File: src/sv/pbr_pkg.sv
package pbr_pkg;

  localparam int PAGES  = 128;
  localparam int PW     = $clog2(PAGES + 1);
  localparam int SHW    = 5;
  localparam int RUN_W  = 24;
  localparam int PATH_W = 16;
  localparam int OFF_W  = 32;

  localparam logic [SHW-1:0] SH_MIN = SHW'(9);
  localparam logic [SHW-1:0] SH_MAX = SHW'(16);
  localparam logic [SHW-1:0] SH_RST = SHW'(12);

  localparam logic [1:0] REQ_CLEAR = 2'd0;
  localparam logic [1:0] REQ_MARK  = 2'd1;
  localparam logic [1:0] REQ_ISECT = 2'd2;
  localparam logic [1:0] REQ_EMIT  = 2'd3;

  localparam logic [1:0] MAP_A = 2'd0;
  localparam logic [1:0] MAP_B = 2'd1;
  localparam logic [1:0] MAP_C = 2'd2;

  typedef enum logic [2:0] {
    OP_CLEAR,
    OP_MARK,
    OP_ISECT,
    OP_EMIT,
    OP_NOMAP
  } op_e;

  typedef struct packed {
    op_e               op;
    logic [1:0]        sel;
    logic [PW-1:0]     start;
    logic [PW-1:0]     stop;
    logic [PW-1:0]     endp;
    logic              ovf;
    logic [PATH_W-1:0] path;
    logic [SHW-1:0]    shift;
  } cmd_t;

  // bit i set for every page i below k
  function automatic logic [PAGES-1:0] thermo(input logic [PW-1:0] k);
    logic [PAGES-1:0] m;
    for (int i = 0; i < PAGES; i++) begin
      m[i] = (32'(i) < 32'(k));
    end
    return m;
  endfunction

  // index of the single set bit of a one-hot vector
  function automatic logic [PW-1:0] onehot_idx(input logic [PAGES:0] v);
    logic [PW-1:0] r;
    r = '0;
    for (int i = 0; i <= PAGES; i++) begin
      if (v[i]) r = r | PW'(i);
    end
    return r;
  endfunction

endpackage

File: src/sv/page_bitmap_range_engine.sv
// channel   | handshake               | word
// ----------+-------------------------+------------------------------------------------
// config    | cfg_we_i                | cfg_wdata_i (page_shift)
// request   | in_valid_i / in_stall_o | req_type, map_sel, byte_offset, byte_length, path
// result    | out_valid_o/out_stall_i | run_offset, run_length, run_path, run_valid,
//           |                         | last, map_empty, overflow
//
// A request is decoded combinationally into a two-word queue; the back end then takes one
// queued word per cycle while it is idle and its result register is free. Clear, mark and
// intersect give their status word one cycle after leaving the queue. Emit scans the map
// run by run: it first finds the run, then sends it.
// Reset empties all three maps, zeroes their sizes and sets page_shift to 12; no sweep.
// in_stall_o rises when the queue is full; a stalled result word holds in its register.
module page_bitmap_range_engine (
  input  logic                       clk_i,
  input  logic                       rst_ni,
  input  logic                       cfg_we_i,
  input  logic [pbr_pkg::SHW-1:0]    cfg_wdata_i,
  input  logic                       in_valid_i,
  output logic                       in_stall_o,
  input  logic [1:0]                 req_type_i,
  input  logic [1:0]                 map_sel_i,
  input  logic [pbr_pkg::OFF_W-1:0]  byte_offset_i,
  input  logic [pbr_pkg::OFF_W-1:0]  byte_length_i,
  input  logic [pbr_pkg::PATH_W-1:0] path_index_i,
  output logic                       out_valid_o,
  input  logic                       out_stall_i,
  output logic [pbr_pkg::RUN_W-1:0]  run_offset_o,
  output logic [pbr_pkg::RUN_W-1:0]  run_length_o,
  output logic [pbr_pkg::PATH_W-1:0] run_path_o,
  output logic                       run_valid_o,
  output logic                       last_o,
  output logic                       map_empty_o,
  output logic                       overflow_o
);
  import pbr_pkg::*;

  logic q_full, q_empty, push, pop;
  cmd_t cmd_in, cmd_out;

  pbr_front u_front (
    .clk_i         (clk_i),
    .rst_ni        (rst_ni),
    .cfg_we_i      (cfg_we_i),
    .cfg_wdata_i   (cfg_wdata_i),
    .in_valid_i    (in_valid_i),
    .in_stall_o    (in_stall_o),
    .req_type_i    (req_type_i),
    .map_sel_i     (map_sel_i),
    .byte_offset_i (byte_offset_i),
    .byte_length_i (byte_length_i),
    .path_index_i  (path_index_i),
    .q_full_i      (q_full),
    .push_o        (push),
    .cmd_o         (cmd_in)
  );

  pbr_cmd_q u_queue (
    .clk_i   (clk_i),
    .rst_ni  (rst_ni),
    .push_i  (push),
    .data_i  (cmd_in),
    .full_o  (q_full),
    .pop_i   (pop),
    .data_o  (cmd_out),
    .empty_o (q_empty)
  );

  pbr_back u_back (
    .clk_i        (clk_i),
    .rst_ni       (rst_ni),
    .q_empty_i    (q_empty),
    .cmd_i        (cmd_out),
    .pop_o        (pop),
    .out_valid_o  (out_valid_o),
    .out_stall_i  (out_stall_i),
    .run_offset_o (run_offset_o),
    .run_length_o (run_length_o),
    .run_path_o   (run_path_o),
    .run_valid_o  (run_valid_o),
    .last_o       (last_o),
    .map_empty_o  (map_empty_o),
    .overflow_o   (overflow_o)
  );

endmodule

File: src/sv/pbr_front.sv
module pbr_front (
  input  logic                       clk_i,
  input  logic                       rst_ni,
  input  logic                       cfg_we_i,
  input  logic [pbr_pkg::SHW-1:0]    cfg_wdata_i,
  input  logic                       in_valid_i,
  output logic                       in_stall_o,
  input  logic [1:0]                 req_type_i,
  input  logic [1:0]                 map_sel_i,
  input  logic [pbr_pkg::OFF_W-1:0]  byte_offset_i,
  input  logic [pbr_pkg::OFF_W-1:0]  byte_length_i,
  input  logic [pbr_pkg::PATH_W-1:0] path_index_i,
  input  logic                       q_full_i,
  output logic                       push_o,
  output pbr_pkg::cmd_t              cmd_o
);
  import pbr_pkg::*;

  logic [SHW-1:0]   shift_q, shift_d;
  logic [SHW-1:0]   sh;
  logic [OFF_W-1:0] start, lpg;
  logic [OFF_W:0]   stop, sum, endp;
  logic             map_ok;

  always_comb begin
    shift_d = cfg_we_i ? cfg_wdata_i : shift_q;
  end

  always_ff @(posedge clk_i or negedge rst_ni) begin
    if (!rst_ni) begin
      shift_q <= SH_RST;
    end else begin
      shift_q <= shift_d;
    end
  end

  always_comb begin
    if (shift_q < SH_MIN) sh = SH_MIN;
    else if (shift_q > SH_MAX) sh = SH_MAX;
    else sh = shift_q;
  end

  assign start = byte_offset_i >> sh;
  assign lpg   = byte_length_i >> sh;
  assign stop  = {1'b0, start} + {1'b0, lpg};
  assign sum   = {1'b0, byte_offset_i} + {1'b0, byte_length_i};
  assign endp  = sum >> sh;

  assign in_stall_o = q_full_i;
  assign push_o     = in_valid_i && !q_full_i;

  always_comb begin
    map_ok = map_sel_i inside {MAP_A, MAP_B, MAP_C};
    cmd_o.sel   = map_sel_i;
    cmd_o.path  = path_index_i;
    cmd_o.shift = sh;
    cmd_o.start = (start > OFF_W'(PAGES)) ? PW'(PAGES) : start[PW-1:0];
    cmd_o.stop  = (stop > (OFF_W+1)'(PAGES)) ? PW'(PAGES) : stop[PW-1:0];
    cmd_o.endp  = (endp > (OFF_W+1)'(PAGES)) ? PW'(PAGES) : endp[PW-1:0];
    cmd_o.ovf   = (stop > (OFF_W+1)'(PAGES)) || (endp > (OFF_W+1)'(PAGES));
    case (req_type_i)
      REQ_CLEAR: cmd_o.op = map_ok ? OP_CLEAR : OP_NOMAP;
      REQ_MARK:  cmd_o.op = map_ok ? OP_MARK : OP_NOMAP;
      REQ_ISECT: cmd_o.op = OP_ISECT;
      REQ_EMIT:  cmd_o.op = map_ok ? OP_EMIT : OP_NOMAP;
      default:   cmd_o.op = OP_NOMAP;
    endcase
  end

endmodule

File: src/sv/pbr_cmd_q.sv
module pbr_cmd_q (
  input  logic          clk_i,
  input  logic          rst_ni,
  input  logic          push_i,
  input  pbr_pkg::cmd_t data_i,
  output logic          full_o,
  input  logic          pop_i,
  output pbr_pkg::cmd_t data_o,
  output logic          empty_o
);
  import pbr_pkg::*;

  cmd_t       mem_q [2];
  logic       wr_q, wr_d, rd_q, rd_d;
  logic [1:0] cnt_q, cnt_d;

  assign full_o  = (cnt_q == 2'd2);
  assign empty_o = (cnt_q == 2'd0);
  assign data_o  = mem_q[rd_q];

  always_comb begin
    wr_d  = push_i ? !wr_q : wr_q;
    rd_d  = pop_i ? !rd_q : rd_q;
    cnt_d = cnt_q + 2'(push_i) - 2'(pop_i);
  end

  always_ff @(posedge clk_i or negedge rst_ni) begin
    if (!rst_ni) begin
      wr_q  <= 1'b0;
      rd_q  <= 1'b0;
      cnt_q <= 2'd0;
    end else begin
      wr_q  <= wr_d;
      rd_q  <= rd_d;
      cnt_q <= cnt_d;
    end
  end

  always_ff @(posedge clk_i) begin
    if (push_i) mem_q[wr_q] <= data_i;
  end

endmodule

File: src/sv/pbr_back.sv
module pbr_back (
  input  logic                       clk_i,
  input  logic                       rst_ni,
  input  logic                       q_empty_i,
  input  pbr_pkg::cmd_t              cmd_i,
  output logic                       pop_o,
  output logic                       out_valid_o,
  input  logic                       out_stall_i,
  output logic [pbr_pkg::RUN_W-1:0]  run_offset_o,
  output logic [pbr_pkg::RUN_W-1:0]  run_length_o,
  output logic [pbr_pkg::PATH_W-1:0] run_path_o,
  output logic                       run_valid_o,
  output logic                       last_o,
  output logic                       map_empty_o,
  output logic                       overflow_o
);
  import pbr_pkg::*;

  localparam logic [1:0] ST_IDLE = 2'd0;
  localparam logic [1:0] ST_FIND = 2'd1;
  localparam logic [1:0] ST_OUT  = 2'd2;

  logic [1:0]        state_q, state_d;
  logic [PAGES-1:0]  a_q, a_d, b_q, b_d, c_q, c_d;
  logic [PW-1:0]     sa_q, sa_d, sb_q, sb_d, sc_q, sc_d;
  logic [PAGES-1:0]  work_q, work_d, low_q, low_d;
  logic [PW-1:0]     s_q, s_d;
  logic [PATH_W-1:0] path_q, path_d;
  logic [SHW-1:0]    shift_q, shift_d;

  logic              ov_q, ov_d;
  logic [RUN_W-1:0]  off_q, off_d, len_q, len_d;
  logic [PATH_W-1:0] rpath_q, rpath_d;
  logic              rv_q, rv_d, last_q, last_d, emp_q, emp_d, ovf_q, ovf_d;

  logic              out_free, load;
  logic [PAGES-1:0]  sel_bits, new_bits, both, w;
  logic [PW-1:0]     sel_size, new_size, n;
  logic [PAGES:0]    t;
  logic [PW-1:0]     e;
  logic [PAGES-1:0]  rem;

  assign out_free = !ov_q || !out_stall_i;
  assign pop_o    = (state_q == ST_IDLE) && !q_empty_i && out_free;

  always_comb begin
    case (cmd_i.sel)
      MAP_A:   begin sel_bits = a_q; sel_size = sa_q; end
      MAP_B:   begin sel_bits = b_q; sel_size = sb_q; end
      MAP_C:   begin sel_bits = c_q; sel_size = sc_q; end
      default: begin sel_bits = '0;  sel_size = '0;   end
    endcase
    new_bits = sel_bits | (thermo(cmd_i.stop) & ~thermo(cmd_i.start));
    new_size = (sel_size < cmd_i.endp) ? cmd_i.endp : sel_size;
    n        = (sa_q < sb_q) ? sa_q : sb_q;
    both     = a_q & b_q & thermo(n);
    w        = sel_bits & thermo(sel_size);
    // adding the lowest set bit clears the run and sets the page after it
    t        = {1'b0, work_q} + {1'b0, low_q};
    e        = onehot_idx(t & ~{1'b0, work_q});
    rem      = work_q & t[PAGES-1:0];
  end

  always_comb begin
    state_d = state_q;
    a_d = a_q;  b_d = b_q;  c_d = c_q;
    sa_d = sa_q; sb_d = sb_q; sc_d = sc_q;
    work_d  = work_q;
    low_d   = low_q;
    s_d     = s_q;
    path_d  = path_q;
    shift_d = shift_q;
    load    = 1'b0;
    off_d   = off_q;  len_d = len_q;  rpath_d = rpath_q;
    rv_d    = rv_q;   last_d = last_q; emp_d = emp_q; ovf_d = ovf_q;

    case (state_q)
      ST_IDLE: begin
        if (pop_o) begin
          load    = 1'b1;
          off_d   = '0;
          len_d   = '0;
          rpath_d = '0;
          rv_d    = 1'b0;
          last_d  = 1'b1;
          emp_d   = 1'b1;
          ovf_d   = 1'b0;
          case (cmd_i.op)
            OP_CLEAR: begin
              case (cmd_i.sel)
                MAP_A:   begin a_d = '0; sa_d = '0; end
                MAP_B:   begin b_d = '0; sb_d = '0; end
                MAP_C:   begin c_d = '0; sc_d = '0; end
                default: ;
              endcase
            end
            OP_MARK: begin
              case (cmd_i.sel)
                MAP_A:   begin a_d = new_bits; sa_d = new_size; end
                MAP_B:   begin b_d = new_bits; sb_d = new_size; end
                MAP_C:   begin c_d = new_bits; sc_d = new_size; end
                default: ;
              endcase
              emp_d = ~|(new_bits & thermo(new_size));
              ovf_d = cmd_i.ovf;
            end
            OP_ISECT: begin
              a_d   = a_q & ~both;
              b_d   = b_q & ~both;
              c_d   = both;
              sc_d  = n;
              emp_d = ~|both;
            end
            OP_EMIT: begin
              if (|w) begin
                // hold the status word back; runs follow from the scan
                load    = 1'b0;
                work_d  = w;
                path_d  = cmd_i.path;
                shift_d = cmd_i.shift;
                state_d = ST_FIND;
              end
            end
            default: ;
          endcase
        end
      end
      ST_FIND: begin
        low_d   = work_q & (~work_q + {{(PAGES-1){1'b0}}, 1'b1});
        s_d     = onehot_idx({1'b0, work_q & (~work_q + {{(PAGES-1){1'b0}}, 1'b1})});
        state_d = ST_OUT;
      end
      ST_OUT: begin
        if (out_free) begin
          load    = 1'b1;
          off_d   = RUN_W'(s_q) << shift_q;
          len_d   = RUN_W'(e - s_q) << shift_q;
          rpath_d = path_q;
          rv_d    = 1'b1;
          last_d  = ~|rem;
          emp_d   = 1'b0;
          ovf_d   = 1'b0;
          work_d  = rem;
          state_d = (|rem) ? ST_FIND : ST_IDLE;
        end
      end
      default: state_d = ST_IDLE;
    endcase

    ov_d = load ? 1'b1 : (ov_q && out_stall_i);
  end

  always_ff @(posedge clk_i or negedge rst_ni) begin
    if (!rst_ni) begin
      state_q <= ST_IDLE;
      a_q  <= '0;  b_q  <= '0;  c_q  <= '0;
      sa_q <= '0;  sb_q <= '0;  sc_q <= '0;
      ov_q <= 1'b0;
    end else begin
      state_q <= state_d;
      a_q  <= a_d;  b_q  <= b_d;  c_q  <= c_d;
      sa_q <= sa_d; sb_q <= sb_d; sc_q <= sc_d;
      ov_q <= ov_d;
    end
  end

  always_ff @(posedge clk_i) begin
    work_q  <= work_d;
    low_q   <= low_d;
    s_q     <= s_d;
    path_q  <= path_d;
    shift_q <= shift_d;
    if (load) begin
      off_q   <= off_d;
      len_q   <= len_d;
      rpath_q <= rpath_d;
      rv_q    <= rv_d;
      last_q  <= last_d;
      emp_q   <= emp_d;
      ovf_q   <= ovf_d;
    end
  end

  assign out_valid_o  = ov_q;
  assign run_offset_o = off_q;
  assign run_length_o = len_q;
  assign run_path_o   = rpath_q;
  assign run_valid_o  = rv_q;
  assign last_o       = last_q;
  assign map_empty_o  = emp_q;
  assign overflow_o   = ovf_q;

endmodule

File: config.mk
export PLATFORM = sky130hd
export DESIGN_NAME = page_bitmap_range_engine
export DESIGN_NICKNAME = d
export VERILOG_FILES = /design/src/sv/pbr_pkg.sv /design/src/sv/page_bitmap_range_engine.sv /design/src/sv/pbr_front.sv /design/src/sv/pbr_cmd_q.sv /design/src/sv/pbr_back.sv
export SDC_FILE = /design/constraint.sdc
export NUM_CORES = 2
export LEC_CHECK = 0
export CORE_AREA = 2 2 505 507
export CTS_BUF_LIST = sky130_fd_sc_hd__clkbuf_4
export DETAILED_ROUTE_END_ITERATION = 8
export DIE_AREA = 0 0 507 509
export DONT_BUFFER_PORTS = 1
export SLEW_MARGIN = 20
export SYNTH_ARGS = -nofsm -noshare
export SYNTH_HDL_FRONTEND = slang
export SYNTH_SLANG_ARGS = --single-unit
File: constraint.sdc
create_clock -name clk_i -period 13 [get_ports clk_i]
set_clock_uncertainty 0.05 [all_clocks]
set_input_delay 0.65 -clock clk_i [delete_from_list [all_inputs] [get_ports clk_i]]
set_output_delay 0.65 -clock clk_i [all_outputs]
set_load 0.03 [all_outputs]
# After elaboration in Yosys (flattened, before gate mapping)
# Memory sizes are Yosys's and may differ from the RTL's.
# Index checks and enable logic that the tools add are counted.
# totals
out_inout_bits	70
wordCells	1330
ram_bits	102
inputBits	94
reg_bits	773
n_memories	1
# memory_table
name	words	width	rd	rd_clocked_by_memory_dff	wr	line_no	rtl
u_queue.mem_q	2	51	1	0	1	pbr_cmd_q.sv:13	cmd_t mem_q [2];
# classes
shift	5
n_eq_ne	25
muxes	570
n_lt_le_gt_ge	647
add_sub_neg	7
bitwise_logic	15
n_reduce_logical	36
# ops
op	count
128-bit 2-to-1 mux	47
7-bit by 8-bit < comparator with 1-bit output, first input constant	320
128-bit case mux with 3 select lines	4
8-bit 2-to-1 mux	170
6-bit by 8-bit < comparator with 1-bit output, first input constant	160
128-bit AND	9
7-bit 2-to-1 mux	128
5-bit by 8-bit < comparator with 1-bit output, first input constant	80
128-bit OR reduction	4
6-bit 2-to-1 mux	64
128-bit inverter	3
4-bit by 8-bit < comparator with 1-bit output, first input constant	40
128-bit case mux with 2 select lines	1
5-bit 2-to-1 mux	44
16-bit 2-to-1 mux	13
3-bit by 8-bit < comparator with 1-bit output, first input constant	20
24-bit 2-to-1 mux	6
128-bit by 128-bit adder with 129-bit output	1
129-bit AND	1
128-bit inverter with 129-bit output	1
128-bit by 1-bit adder with 128-bit output, second input constant	1
128-bit bitwise OR	1
24-bit case mux with 2 select lines	2
1-bit by 8-bit < comparator with 1-bit output, first input constant	10
other kinds (41)	175

# Depth between registers and ports, before layout
# logic_depth
depth_word	257
depth_mapped	31
ltp_nobuf	29

# Cells and area by module
# From an unflattened synthesis, not the netlist that was laid out.
# unflattened
cells_unflattened	8576
hier_area_um2	69347.8
# by_module_without_submodules
mod	instances	seq_area_each_um2	area_each_um2	cells_per_inst
pbr_back	1	20855.0	57058.5	7175
pbr_front	1	127.6	8160.3	1227
pbr_cmd_q	1	3163.0	4129.0	174

# Worst setup path before layout
# Ideal clock, no wire load.
# synth_path
kind	register to register
start	register u_queue.rd_q
end	register u_back.work_q[0] (enable)
stages_incl_launch_ff	17
path_buffers	6
arrival_ps	9913
required_time_ps	12292
period_less_slack_ps	10621
path_slack_ps	2379
setup_ps	658
cell_sequence	dfrtp_1 buf_2 mux2i_1 buf_2 buf_1 clkbuf_1 buf_2 buf_1 mux2i_1 o21ai_0 o211ai_1 nand3_1 nor3_1 nand4_1 o311ai_0 or2_2 a21oi_1
# synth_between
elab_chain_cells	8
word_cells_on_any_way	140
cone_classes	order compare (128); eq/ne (5); mux (2); bitwise (1); reduce/logical (3); memory (1)
# synth_rtl
element	line_no	rtl
start, declared	pbr_cmd_q.sv:14	logic wr_q, wr_d, rd_q, rd_d;
start signal, assigned	pbr_cmd_q.sv:34	rd_q <= rd_d;
memory 2 x 51 bit (*)	--	
2-bit equality test (tied with other cells)	pbr_back.sv:47	case (cmd_i.sel)
8-bit case mux with 3 select lines	pbr_back.sv:47	
1-bit by 8-bit < comparator with 1-bit output (tied with other cells)	pbr_pkg.sv:46	m[i] = (32'(i) < 32'(k));
128-bit AND	pbr_back.sv:57	w = sel_bits & thermo(sel_size);
128-bit OR reduction	pbr_back.sv:115	if (|w) begin
2-bit inequality test (no line)	--	
5-bit AND reduction (no line) (*)	--	
end signal, assigned	pbr_back.sv:168	work_q <= work_d;
end, declared	pbr_back.sv:26	logic [PAGES-1:0] work_q, work_d, low_q, low_d;
# Mark *: on every way between the ends. The rest lies on a longest branch, timed or not.
# A chain may end at the register's enable or synchronous reset.

# Worst setup path in the final report
# layout_path
start	register u_queue.rd_q
end	register u_back.emp_q (netlist: u_back.map_empty_o) (data pin)
# layout_between
elab_chain_cells	15
word_cells_on_any_way	406
cone_classes	order compare (385); eq/ne (4); mux (9); bitwise (4); reduce/logical (3); memory (1)
# layout_rtl
element	line_no	rtl
memory 2 x 51 bit (*)	--	
2-bit equality test (tied with other cells)	pbr_back.sv:47	
8-bit case mux with 3 select lines	pbr_back.sv:47	
8-bit < comparator	pbr_back.sv:54	new_size = (sel_size < cmd_i.endp) ? cmd_i.endp : sel_size;
8-bit 2-to-1 mux	pbr_back.sv:54	
1-bit by 8-bit < comparator with 1-bit output (tied with other cells)	pbr_pkg.sv:46	
128-bit AND	pbr_back.sv:104	emp_d = ~|(new_bits & thermo(new_size));
128-bit OR reduction	pbr_back.sv:104	
1-bit zero test	pbr_back.sv:104	
1-bit case mux with 2 select lines (*)	pbr_back.sv:88	case (cmd_i.op)
1-bit 2-to-1 mux (*)	pbr_back.sv:79	if (pop_o) begin
1-bit 2-to-1 mux (*)	pbr_back.sv:77	case (state_q)
1-bit 2-to-1 mux (*)	pbr_back.sv:79	
1-bit 2-to-1 mux (*)	pbr_back.sv:77	
1-bit case mux with 2 select lines (*)	pbr_back.sv:77	
end signal, assigned	pbr_back.sv:179	emp_q <= emp_d;
end, declared	pbr_back.sv:34	logic rv_q, rv_d, last_q, last_d, emp_q, emp_d, ovf_q, ovf_d;
# Mark *: on every way between the ends. The rest lies on a longest branch, timed or not. The select of a mux whose other input is x is not followed.

==> results.tsv <==
stage	metric	value	unit
pwr	p_per_area	279	nW/um^2
hold_path	hold_path_depth	5	
place	place.gp.congestion	1.15	
final_layout	fin_util	30.2	%
synth	seq_area_frac_synth	35.6	%
floorplan	core_area	253000	sq um
cts	cts_sinks	874	
worst_setup_path	r2r-end	u_back.map_empty_o$_SDFFCE_PP0P_	
worst_setup_path	cp.arrival	10.66	ns
worst_setup_path	r2r_slack	3.19	ns
sta	hold_viol	0	
worst_setup_path	critPathLaunch	u_queue.rd_q$_DFFE_PN0P_	
floorplan	initial_utilization	26.9	%
sta	rsz0062_at_grt	no	
sta	fin_crit	9.81	ns
routing	ant_nets	0	
sta	timing.slew.headroom	2.94	%
cts	cts_buffer_depth	4	
worst_setup_path	criticalPathCategory	flip-flop to flip-flop	
pwr	combPwrFrac	63.3	%
floorplan	num_io_pins	164	
worst_setup_path	startpoint_type	flip-flop	
place	dp_hpwl	284000	um
grt	antenna_found_initial	36	
floorplan	die_y	509	um
synth	yosysUniqueCellTypes	104	
worst_setup_path	cp_data_required_time	13.85	ns
sta	tns	0	ns
cts	path_clk_slew	0.06	ns
sta	maxSlewViolCount	0	
place	port-buffer-count	0	
outcome	violations	design-rule violations	
sta	worstMarginPinSlew	1.43	ns
job	maxCapViolCount	0	
cts	htreeDepth	5	
floorplan	die_area	258000	sq um
cts	cts_buffers	278	
routing	drcViolationCount	1	
worst_setup_path	reg2reg_from	u_queue.rd_q$_DFFE_PN0P_	
routing	wl_per_cell	30.6	um
routing	wirelength	373000	um
worst_setup_path	path_max_fanout	55	
synth	synthArstFlopShare	48.1	%
synth	synth_flop_cell	edfxtp_1	
hold_path	hp-class	input port to flip-flop	
pwr	clkPwrFrac	12.4	%
cts	cts_tree	built	
final_layout	drive_above_1_share	9.56	%
pwr	intPower	8890	uW
grt	grt_pass1_vias	70400	
synth	synth_edf_count	454	
final_layout	fin_nets	8960	
synth	synthTopCellsByArea	edfxtp_1 (20%), dfrtp_1 (15%), o21ai_0 (7.9%), nand2_1 (6.2%), a21oi_1 (5.4%)	
synth	yosysMostFrequentCell	nand2_1	
final_layout	synthToLayoutAreaGrowth	12.6	%
pwr	vdd_drop_max	0.000213	V
hold_path	min_to	u_queue.mem_q[1][38]$_DFFE_PP_	
synth	synthesis.area	67900	sq um
worst_setup_path	cp-end-kind	flip-flop	
grt	grt_pass1_wl	520000	um
routing	drt_iter0_markers	12100	
cts	cts_root_buffer	clkbuf_4	
worst_setup_path	reg2reg_depth	22	
synth	synthCells	8537	
synth	synth_warnings	0	
synth	syn_area_per_cell	7.95	sq um
routing	vias	75600	
grt	grt.total_usage	27.6	%
routing	viasPerCell	6.20	
synth	synthTopCellsByCount	nand2_1 (1118), o21ai_0 (1076), nor2_1 (811), a21oi_1 (729), edfxtp_1 (454)	
pwr	switchingPower	12400	uW
sta	fmax	102	MHz
hold_path	hp-start	byte_offset_i[13]	
pwr	pwr-share-seq	24.3	%
synth	synth.ff_latch_count	874	
cts	clk_latency	1.36	ns
sta	finalCritPeriodShare	75.4	%
floorplan	die_w	507	um
pwr	switching_share	58.3	%
grt	overflow	0	
grt	grt_max_degree	421	
cts	cts_resized	0	
sta	setup_violations	0	
floorplan	rows	185	
pwr	p_leak	0.0291	uW
outcome	status	complete, but fails checks	
synth	synth_top_cell_by_area	edfxtp_1	
synth	synth_top_area_share	20.1	%
routing	drtPass1Iterations	9	
-- final cells by class --
class,count,area (sq um)
clock inverter,56,216
antenna,25,62.6
tap,3366,4210
timing repair buffer,309,2600
fill,27000,176000
sequential,874,24200
multi-input combinational,6970,41400
clock buffer,386,2900
inverter,215,810
-- routing by layer --
layer  up-vias  global-route usage [%]  wire (um)
met3      1150                    9.23      46200
met5         -                   0.389        270
met2      5340                    40.1     155000
li1      32300                       -          -
met4        24                    17.0      26200
met1     36800                    35.2     146000
-- registers in the layout, summed over array words and instances, names as in the netlist, 2 cells and up --
signal	count
u_back.path_q	16
u_back.run_path_o	16
u_back.run_length_o	24
u_back.shift_q	5
u_back.low_q	128
u_back.state_q	2
u_queue.mem_q	102
u_back.work_q	128
u_back.run_offset_o	24
u_back.sa_q	8
u_front.shift_q	5
u_queue.cnt_q	2
u_back.c_q	128
u_back.sb_q	8
u_back.sc_q	8
u_back.s_q	7
u_back.b_q	128
u_back.a_q	128
-- worst max path at each step --
stage / end / slack [ns]
floorplan: u_back.work_q[0]$_DFFE_PP_ / 2.38
global placement: u_back.map_empty_o$_SDFFCE_PP0P_ / 3.70
detailed placement: u_back.map_empty_o$_SDFFCE_PP0P_ / 3.91
CTS: u_back.map_empty_o$_SDFFCE_PP0P_ / 3.90
global route: u_back.run_length_o[15]$_SDFFCE_PP0P_ / 3.50
finish: u_back.map_empty_o$_SDFFCE_PP0P_ / 3.19
-- worst max-delay path, stage by stage (launching register included) --
cell	delay (ns)
dfrtp_4	0.91
mux2_4	0.63
buf_4	0.63
mux2i_1	0.59
nor2_1	0.18
a21oi_1	0.23
buf_4	0.30
inv_1	0.06
buf_4	0.21
ha_1	0.22
a21o_1	0.17
a21oi_1	0.14
nor2b_1	0.06
or4_2	0.64
buf_4	0.30
buf_4	0.38
a21oi_2	1.12
a21oi_1	0.14
nor4_1	0.68
nand4_1	0.28
a31oi_1	0.44
a41oi_1	0.18
o21ai_0	0.77
-- cell usage in the layout (no fill, tap or decap), types with 214 or more instances in the layout --
cell	netlist	layout
nand3_1	235	234
buf_4	0	237
clkbuf_4	0	386
nand2_1	1118	1116
ha_1	214	214
edfxtp_1	454	454
mux2i_1	238	231
o21ai_0	1076	1045
nor2_1	811	807
a21oi_1	729	717
dfrtp_1	418	416
-- metrics by stage --
stage	std cells	total power [uW]	area, sq um	hold slack, ns	setup slack (ns)
global placement	11700	17600	72400	0.391	3.70
floorplan	8554	12000	67900	0.304	2.38
finish	12200	21300	76400	0.144	3.19
detailed placement	11700	17700	72400	0.390	3.91
CTS	12200	20400	76200	0.00422	3.90
global route	12200	21800	76300	0.110	3.50
-- power groups by stage --
stage / logic, uW / clock network [uW] / registers (uW)
finish: 13500 / 2650 / 5180
global route: 13700 / 2840 / 5250
CTS: 12600 / 2690 / 5130
detailed placement: 12500 / 0 / 5180
global placement: 12500 / 0 / 5130
floorplan: 7080 / 0 / 4890
-- repair_timing --
item	in CTS	in global routing
endpoints found under the hold margin	524	54
buffers inserted	0	0
hold buffers	65	1
-- logic make-up (layout without fill, tap and decap cells) --
group,Yosys count,count (layout),share of synthesized area (%)
fa+ha+maj,218,218,4.06
xor+xnor,161,161,2.08
mux,295,295,4.47
compound gates,2975,2975,26.6
buf+inv,710,966,3.97
flops,874,874,35.6
simple gates,3303,3303,23.2
other cells,1,43,0.00553
(Power assumes the default switching activity.)
